<file path="src/rtl/yuv2rgb_pkg.sv">
// Shared constants, types and functions for the YUV422 to RGB565 converter.
`default_nettype none

package yuv2rgb_pkg;

  // Width of the intermediate signed channel sums (covers about -71k..137k).
  localparam int unsigned SumW = 20;

  localparam logic [2:0] BYTE_ORDER_RESET = 3'd4;

  localparam logic signed [SumW-1:0] COEF_Y    = 20'sd298;
  localparam logic signed [SumW-1:0] COEF_RV   = 20'sd409;
  localparam logic signed [SumW-1:0] COEF_GU   = 20'sd100;
  localparam logic signed [SumW-1:0] COEF_GV   = 20'sd208;
  localparam logic signed [SumW-1:0] COEF_BU   = 20'sd516;
  localparam logic signed [SumW-1:0] LUMA_OFS  = 20'sd16;
  localparam logic signed [SumW-1:0] CHROMA_OFS = 20'sd128;
  localparam logic signed [SumW-1:0] ROUND_OFS = 20'sd128;
  localparam logic signed [SumW-9:0] CHAN_MAX  = 12'sd255;

  typedef logic signed [SumW-1:0] sum_t;

  // Byte positions of each sample within the 32-bit word.
  typedef struct packed {
    logic [1:0] y0;
    logic [1:0] u;
    logic [1:0] y1;
    logic [1:0] v;
  } lane_map_t;

  function automatic lane_map_t lane_map(input logic [2:0] order);
    lane_map_t m;
    case (order)
      3'd0:    m = '{y0: 2'd1, u: 2'd0, y1: 2'd3, v: 2'd2};
      3'd1:    m = '{y0: 2'd0, u: 2'd1, y1: 2'd2, v: 2'd3};
      3'd2:    m = '{y0: 2'd0, u: 2'd3, y1: 2'd2, v: 2'd1};
      3'd3:    m = '{y0: 2'd1, u: 2'd2, y1: 2'd3, v: 2'd0};
      3'd4:    m = '{y0: 2'd2, u: 2'd3, y1: 2'd0, v: 2'd1};
      3'd5:    m = '{y0: 2'd3, u: 2'd2, y1: 2'd1, v: 2'd0};
      3'd6:    m = '{y0: 2'd3, u: 2'd0, y1: 2'd1, v: 2'd2};
      default: m = '{y0: 2'd2, u: 2'd1, y1: 2'd0, v: 2'd3};
    endcase
    return m;
  endfunction

  function automatic logic [7:0] pick_byte(input logic [31:0] word, input logic [1:0] pos);
    logic [7:0] b;
    case (pos)
      2'd0:    b = word[7:0];
      2'd1:    b = word[15:8];
      2'd2:    b = word[23:16];
      default: b = word[31:24];
    endcase
    return b;
  endfunction

  // Floor divide by 256, then clamp to 0..255.
  function automatic logic [7:0] sat_channel(input sum_t x);
    logic signed [SumW-9:0] q;
    logic [7:0]             r;
    q = x[SumW-1:8];
    if (q < 0) begin
      r = 8'd0;
    end else if (q > CHAN_MAX) begin
      r = 8'hFF;
    end else begin
      r = q[7:0];
    end
    return r;
  endfunction

  function automatic logic [15:0] make_pixel(input logic [7:0] y, input sum_t rv,
                                             input sum_t guv, input sum_t bu);
    sum_t       c;
    logic [7:0] r;
    logic [7:0] g;
    logic [7:0] b;
    c = ($signed({12'd0, y}) - LUMA_OFS) * COEF_Y + ROUND_OFS;
    r = sat_channel(c + rv);
    g = sat_channel(c + guv);
    b = sat_channel(c + bu);
    return {r[7:3], g[7:2], b[7:3]};
  endfunction

endpackage

`default_nettype wire

</file>
<file path="src/rtl/yuv422_to_rgb565_converter.sv">
// Top level of the YUV422 macropixel to RGB565 stream converter.
`default_nettype none

// Converts one 32-bit YUV422 macropixel beat into two RGB565 pixels using
// BT.601 limited-range coefficients with 8 fractional bits (Y less 16, chroma
// less 128, rounding offset 128, floor shift, clamp to 0..255, truncate to
// 5/6/5). cfg_wr_data selects one of eight byte-lane arrangements of Y0, U,
// Y1 and V (reset value 4); write it only while the stream is idle. The block
// is a two-register pipeline: the lane select is registered at the input, the
// colour maths sits between that register and the output register. It takes
// one beat per clock sustained; an accepted input beat lands in the input register
// and then moves into the output register, which raises out_tvalid. Throughput is
// set by the single output register, which stalls the pipe only while it holds a
// beat and out_tready is low. in_tlast travels unchanged to out_tlast.
module yuv422_to_rgb565_converter (
  input  wire logic        clk,
  input  wire logic        rst_n,
  input  wire logic        cfg_wr_en,
  input  wire logic [2:0]  cfg_wr_data,   // byte_order
  input  wire logic        in_tvalid,
  output logic             in_tready,
  input  wire logic [31:0] in_tdata,      // [31:0] macropixel_word
  input  wire logic        in_tlast,
  output logic             out_tvalid,
  input  wire logic        out_tready,
  output logic [31:0]      out_tdata,     // [15:0] first_pixel, [31:16] second_pixel
  output logic             out_tlast
);
  import yuv2rgb_pkg::*;

  logic [2:0]  byte_order_r;

  // Input stage: samples already sorted into lanes.
  logic        s1_v_r;
  logic [7:0]  s1_y0_r, s1_y1_r, s1_u_r, s1_v_byte_r;
  logic        s1_last_r;
  lane_map_t   lanes;

  logic        s2_ready;
  logic        s1_adv;
  logic        s2_load;

  sum_t        u_c, v_c, rv, guv, bu;
  logic [15:0] pix0_nxt, pix1_nxt;

  // Configuration register: reset takes priority over a write.
  always_ff @(posedge clk) begin
    if (!rst_n) begin
      byte_order_r <= BYTE_ORDER_RESET;
    end else if (cfg_wr_en) begin
      byte_order_r <= cfg_wr_data;
    end
  end

  // Each stage advances when the one after it can take the beat.
  assign s2_ready  = !out_tvalid || out_tready;
  assign in_tready = !s1_v_r || s2_ready;
  assign s1_adv    = in_tvalid && in_tready;
  assign s2_load   = s1_v_r && s2_ready;

  assign lanes = lane_map(byte_order_r);

  always_ff @(posedge clk) begin
    if (!rst_n) begin
      s1_v_r <= 1'b0;
    end else if (in_tready) begin
      s1_v_r <= in_tvalid;
    end
  end

  // Payload: capture on acceptance, hold otherwise.
  always_ff @(posedge clk) begin
    if (s1_adv) begin
      s1_y0_r     <= pick_byte(in_tdata, lanes.y0);
      s1_y1_r     <= pick_byte(in_tdata, lanes.y1);
      s1_u_r      <= pick_byte(in_tdata, lanes.u);
      s1_v_byte_r <= pick_byte(in_tdata, lanes.v);
      s1_last_r   <= in_tlast;
    end
  end

  // Shared chroma terms, then one pixel per luma sample.
  always_comb begin
    u_c      = $signed({12'd0, s1_u_r}) - CHROMA_OFS;
    v_c      = $signed({12'd0, s1_v_byte_r}) - CHROMA_OFS;
    rv       = v_c * COEF_RV;
    guv      = -(u_c * COEF_GU) - v_c * COEF_GV;
    bu       = u_c * COEF_BU;
    pix0_nxt = make_pixel(s1_y0_r, rv, guv, bu);
    pix1_nxt = make_pixel(s1_y1_r, rv, guv, bu);
  end

  always_ff @(posedge clk) begin
    if (!rst_n) begin
      out_tvalid <= 1'b0;
    end else if (s2_ready) begin
      out_tvalid <= s1_v_r;
    end
  end

  always_ff @(posedge clk) begin
    if (s2_load) begin
      out_tdata <= {pix1_nxt, pix0_nxt};
      out_tlast <= s1_last_r;
    end
  end

  // Lane select comes out of reset at its default arrangement.
  a_cfg_reset: assert property (@(posedge clk) $rose(rst_n) |-> byte_order_r == BYTE_ORDER_RESET)
    else $error("byte_order not at reset value after reset");

  // A stalled input stage keeps its beat.
  a_s1_hold: assert property (@(posedge clk) disable iff (!rst_n)
    (s1_v_r && !s2_ready) |=> (s1_v_r && $stable(s1_y0_r) && $stable(s1_y1_r)
                               && $stable(s1_u_r) && $stable(s1_v_byte_r)))
    else $error("input stage lost or changed a stalled beat");

  // A beat moved out of the input stage shows up at the output.
  a_s2_fill: assert property (@(posedge clk) disable iff (!rst_n) s2_load |=> out_tvalid)
    else $error("beat dropped between stages");

  // An empty output register never blocks the pipe.
  a_empty_ready: assert property (@(posedge clk) disable iff (!rst_n) !out_tvalid |-> in_tready)
    else $error("pipe stalled with empty output");

endmodule

`default_nettype wire
</file>
<file path="config.mk">
export PLATFORM = sky130hd
export DESIGN_NAME = yuv422_to_rgb565_converter
export DESIGN_NICKNAME = d
export VERILOG_FILES = /design/src/rtl/yuv2rgb_pkg.sv /design/src/rtl/yuv422_to_rgb565_converter.sv
export SDC_FILE = /design/constraint.sdc
export NUM_CORES = 1
export LEC_CHECK = 0
export BUFFER_PORTS_ARGS = -buffer_cell sky130_fd_sc_hd__buf_2
export CAP_MARGIN = 40
export CORE_AREA = 2 2 147 178
export DETAILED_ROUTE_END_ITERATION = 10
export DIE_AREA = 0 0 149 180
export GPL_TIMING_DRIVEN = 0
export PLACE_DENSITY = 0.76
export SYNTH_ARGS = -nofsm -noshare
export SYNTH_HDL_FRONTEND = slang
export SYNTH_SLANG_ARGS = --single-unit
export TNS_END_PERCENT = 50
</file>
<file path="constraint.sdc">
create_clock -name clk -period 11.1 [get_ports clk]
set_input_delay 1.11 -clock clk [delete_from_list [all_inputs] [get_ports clk]]
set_output_delay 1.11 -clock clk [all_outputs]
set_load 0.005 [all_outputs]
</file>
* Word level (Yosys, flattened, before mapping)
Index checks and enable logic that the tools add are counted.
Cells by class: eq/ne operators 14, $lt $le $gt $ge 12, mux-type cells 11, multiply operators 6, add/sub/neg operators 14, reductions and logical operators 11
Operator list (number):
- case mux 8 bit (3 select lines) | 4
- adder 20 bit | 4
- > comparator 12 x 9 -> 1 bit, second input constant | 6
- less-than comparator 12 x 1 -> 1 bit, second input constant | 6
- case mux 8 bit (7 select lines) | 1
- multiplier 9 x 9 -> 18 bit, second input constant | 3
- two-way mux 8 bit | 6
- adder 19 x 9 -> 20 bit, second input constant | 2
- adder 20 x 19 -> 20 bit | 2
- negation 17 -> 20 bit | 1
- subtractor 20 x 18 -> 20 bit | 1
- multiplier 9 x 10 -> 19 bit, second input constant | 1
- subtractor 8 x 5 -> 9 bit, second input constant | 2
- subtractor 8 x 8 -> 9 bit, second input constant | 2
- multiplier 9 x 6 -> 15 bit, second input constant | 1
- multiplier 9 x 5 -> 14 bit, second input constant | 1
- equality test 3 bit, second input constant | 3
- equality test 2 x 1 -> 1 bit, second input constant | 4
- equality test 2 bit, second input constant | 4
- zero test 2 bit | 4
- equality test 3 x 2 -> 1 bit, second input constant | 2
- equality test 3 x 1 -> 1 bit, second input constant | 1
- zero test 3 bit | 1
- logical AND 1 bit | 2
- 2 further kinds | 4
Storage, ports and cells: register bits after elaboration 71, bits of input ports 41, output and inout bits 35, logic and storage cells 83

* Depth between registers and ports, before layout
depth in word-level cells 7, depth in mapped cells 30, depth with buffers taken out 30

* Worst setup path after synthesis
No wires, ideal clock.
kind register to register, from register s1_y0_r[4], to register out_tdata[0] (data pin), path slack 4.570 ns, buffers on the path 0, data arrival time 6.255 ns, clock period less this slack 6.530 ns, cell stages (with the launch flop) 27, cell sequence edfxtp_1 inv_1 ha_1 nor3b_2 ha_1 ha_1 inv_1 fa_1 fa_1 inv_1 ha_1 o21ai_0 a21oi_1 a311oi_1 nor2_1 a211oi_2 nand4_1 nor2_1 and3b_1 xor2_1 ha_1 xor2_1 or4_1 nor2_1 a41oi_1 o21ai_0 a21oi_1
Between the ends: word-level cells in the longest chain between the ends 6, elaborated cells on any way between the ends 7
Ends and longest elaborated chain:
- start, declared | line yuv422_to_rgb565_converter.sv:35 | logic [7:0] s1_y0_r, s1_y1_r, s1_u_r, s1_v_byte_r;
- start signal, assigned | line yuv422_to_rgb565_converter.sv:74 | s1_y0_r <= pick_byte(in_tdata, lanes.y0);
- subtractor 8 x 5 -> 9 bit (*) | line yuv2rgb_pkg.sv:78 | c = ($signed({12'd0, y}) - LUMA_OFS) * COEF_Y + ROUND_OFS;
- multiplier 9 x 9 -> 18 bit (*) | line yuv2rgb_pkg.sv:78
- adder 19 x 9 -> 20 bit (*) | line yuv2rgb_pkg.sv:78
- adder 20 bit (*) | line yuv2rgb_pkg.sv:81 | b = sat_channel(c + bu);
- > comparator 12 x 9 -> 1 bit | line yuv2rgb_pkg.sv:64 | end else if (q > CHAN_MAX) begin
- two-way mux 8 bit | line yuv2rgb_pkg.sv:64
- end signal, assigned | line yuv422_to_rgb565_converter.sv:103 | out_tdata <= {pix1_nxt, pix0_nxt};
- end, declared | line yuv422_to_rgb565_converter.sv:26 | output logic [31:0] out_tdata,
Every way passes the cells marked *; elsewhere a longest branch is shown, timed or not. A chain may end at the register's enable or synchronous reset.

* Worst setup path in the final report
from register s1_v_byte_r[7], to register out_tdata[29] (data pin)
Between the ends: word-level cells in the longest chain between the ends 5, elaborated cells on any way between the ends 6
Ends and longest elaborated chain:
- start, declared | line yuv422_to_rgb565_converter.sv:35
- start signal, assigned | line yuv422_to_rgb565_converter.sv:77 | s1_v_byte_r <= pick_byte(in_tdata, lanes.v);
- subtractor 8 x 8 -> 9 bit (*) | line yuv422_to_rgb565_converter.sv:85 | v_c = $signed({12'd0, s1_v_byte_r}) - CHROMA_OFS;
- multiplier 9 x 10 -> 19 bit (*) | line yuv422_to_rgb565_converter.sv:86 | rv = v_c * COEF_RV;
- adder 20 x 19 -> 20 bit (*) | line yuv2rgb_pkg.sv:79 | r = sat_channel(c + rv);
- > comparator 12 x 9 -> 1 bit | line yuv2rgb_pkg.sv:64
- two-way mux 8 bit | line yuv2rgb_pkg.sv:64
Marks and branches as above.

==> results.sh <==
export IMPL_status="finished, final reports clean"
export IMPL_grt_max_degree=33
export IMPL_final_cells=1837
export IMPL_max_freq_mhz=130
export IMPL_post_cts_resized=0
export IMPL_overflow=0
export IMPL_yosysMostFrequentCell="ha_1"
export IMPL_drtAntennaViolNets=0
export IMPL_synthTopCellsByCount="ha_1 (334), inv_1 (203), a21oi_1 (90)"
export IMPL_max_slew_margin_pct=39.2
export IMPL_holdBufCountCts=0
export IMPL_fin_ws_ns=3.43
export IMPL_gp_congestion=0.884
export IMPL_fin_skew_ns=0.00810
export IMPL_yosysWarnings=0
export IMPL_cts_root_buf="clkbuf_16"
export IMPL_rows=64
export IMPL_first_global_vias=10300
export IMPL_wl_met1_um=12500
export IMPL_ys_async_sr_fraction_pct=0
export IMPL_area_sequential_mm2=0.00208
export IMPL_fin_setup_tns_ns=0
export IMPL_antenna_found_initial=0
export IMPL_synth_distinct_cells=83
export IMPL_fp_dieW_um=149
export IMPL_ioPinCount=76
export IMPL_worst_setup_path_end_kind="flip-flop"
export IMPL_die_h_um=180
export IMPL_synth_edff_count=66
export IMPL_port_buffers=75
export IMPL_yosysTopAreaCellShare_pct=31.2
export IMPL_drt_iter0_drc=415
export IMPL_pre_cts_ws_ns=3.54
export IMPL_syn_inst=1412
export IMPL_htree_levels=3
export IMPL_clk_pin_slew_ns=0.06
export IMPL_drc=0
export IMPL_multiInputGateArea_mm2=0.0105
export IMPL_layout_drive_gt1_share_pct=10.7
export IMPL_fillerInstances=2196
export IMPL_numCtsBuffers=9
export IMPL_min_path_type="reg2reg"
export IMPL_startpoint_type="flip-flop"
export IMPL_critical_path_peak_fanout=12
export IMPL_clk_path_buf_depth=2
export IMPL_synthesis_nets=1837
export IMPL_rsz0062_at_grt="no"
export IMPL_synth_area_leaders="ha_1 (31%), edfxtp_1 (15%), fa_1 (7.5%)"
export IMPL_dp_hpwl_um=25700
export IMPL_crit_arrival_ns=7.86
export IMPL_grt_usage_pct=22.8
export IMPL_num_antenna_cells=0
export IMPL_worstMarginPinSlew_ns=0.898
export IMPL_wl_met3_um=956
export IMPL_routed_wl_met2_um=14900
export IMPL_start_util_pct=53.2
export IMPL_cp_required_ns=11.29
export IMPL_route_top_layer_used="met4"
export IMPL_hold_viol_final=0
export IMPL_slew_violations=0
export IMPL_placed_cells=1821
export IMPL_die_area_mm2=0.0268
export IMPL_post_route_period_util_pct=69.1
export IMPL_critPathKind="reg2reg"
export IMPL_routed_wl_um=29800
export IMPL_finalNetCount=1927
export IMPL_vias=10300
export IMPL_area_growth_pct=8.94
export IMPL_clock_latency_ns=0.35
export IMPL_cts_sinks=71
export IMPL_core_mm2=0.0251
export IMPL_synth_seq_cells=71
export IMPL_syn_cell_area_mm2=0.0134
export IMPL_finalSetupViolCount=0
export IMPL_drv_cap=0
export IMPL_firstDrtPassIters=5
export IMPL_cts_setup_buffers=0
export IMPL_tritoncts="done"
export IMPL_synthFlopType="edfxtp_1"
export IMPL_holdWs_ns=0.422
export IMPL_routed_via_density=5.60
export IMPL_drt_wirelength_per_cell_um=16.2
export IMPL_ys_seq_area_share_pct=15.6
export IMPL_syn_area_per_cell_um2=9.48
export IMPL_grt_pass1_wl_um=49000
export IMPL_fin_crit_ns=7.67
export IMPL_synth_top_cell_by_area="ha_1"
per-stage QoR:
| stage | utilization, % | area, um^2 |
|---|---|---|
| after floorplan | - | 13400 |
| after global placement | 56.4 | 14200 |
| after detailed placement | 56.6 | 14200 |
| after CTS | 58.0 | 14600 |
| after global routing | 58.0 | 14600 |
| final | 58.0 | 14600 |
per-layer routing:
layer | global-route usage [%] | vias to the layer above
met1 | 26.4 | 4779
met3 | 2.61 | 69
met2 | 41.3 | 210
li1 | - | 5222
met5 | 0 | -
met4 | 10.9 | 0
sequential cells by signal, summed over array words and instances, names as in the netlist, 3 cells and up:
register,cells
out_tdata,32
s1_u_r,8
s1_v_byte_r,8
s1_y0_r,8
s1_y1_r,8
byte_order_r,3
layout by cell type, fill, tap and decap left out, drive strengths merged, types with 43 or more instances in the layout:
| cell | Yosys | final |
|---|---|---|
| buf | 4 | 83 |
| edfxtp | 66 | 66 |
| nor2 | 65 | 65 |
| ha | 334 | 334 |
| nand2 | 43 | 43 |
| a21oi | 93 | 93 |
| xnor2 | 87 | 87 |
| xor2 | 46 | 46 |
| inv | 203 | 203 |
| o21ai | 53 | 53 |
| fa | 50 | 50 |
cell type report:
type	instances	area share (%)
well taps	330	2.83
plain buffers	6	0.223
clock buffers	10	1.64
clock inverters	6	0.738
flip-flops and latches	71	14.3
repair buffers	79	2.94
multi-input cells	1132	72.1
inverters	203	5.23
logic make-up after synthesis:
| logic type | after synthesis | synth area share (%) |
|---|---|---|
| adder cells (fa/ha/maj) | 384 | 38.7 |
| AO/OA/AOI/OAI | 299 | 14.9 |
| AND/OR/NAND/NOR | 261 | 10.2 |
| buffers and inverters | 209 | 5.94 |
| XOR/XNOR | 133 | 9.07 |
| flip-flops | 71 | 15.6 |
| multiplexers | 55 | 5.64 |
worst paths after layout:
kind / from / endpoint / slack (ns) / cells past startpoint
worst max register to register: s1_v_byte_r[7]$_DFFE_PP_ / out_tdata[29]$_SDFFCE_PN0P_ / 3.43 / 24
worst min-delay path: s1_last_r$_DFFE_PP_ / out_tlast$_DFFE_PP_ / 0.42 / 0
worst max-delay path: s1_v_byte_r[7]$_DFFE_PP_ / out_tdata[29]$_SDFFCE_PN0P_ / 3.43 / 24
worst min register to register: s1_last_r$_DFFE_PP_ / out_tlast$_DFFE_PP_ / 0.42 / 0
critical path, cell delays in order, from the launching register on:
cell	delay [ns]
edfxtp_1	0.77
inv_1	0.45
ha_1	0.44
ha_1	0.18
inv_1	0.07
fa_1	0.50
fa_1	0.55
inv_1	0.05
ha_1	0.28
ha_1	0.32
o21a_1	0.14
a2111oi_0	0.64
nor3_1	0.20
xor2_1	0.38
ha_1	0.35
and3_1	0.22
a221o_1	0.29
a31oi_1	0.25
o21bai_1	0.14
and2_2	0.23
a211o_1	0.33
a21o_1	0.17
a32oi_1	0.25
o2bb2ai_2	0.12
a31oi_1	0.16
Power is not shown: default switching activity piles up to over one toggle a cycle in this logic, so the estimate is an artifact.
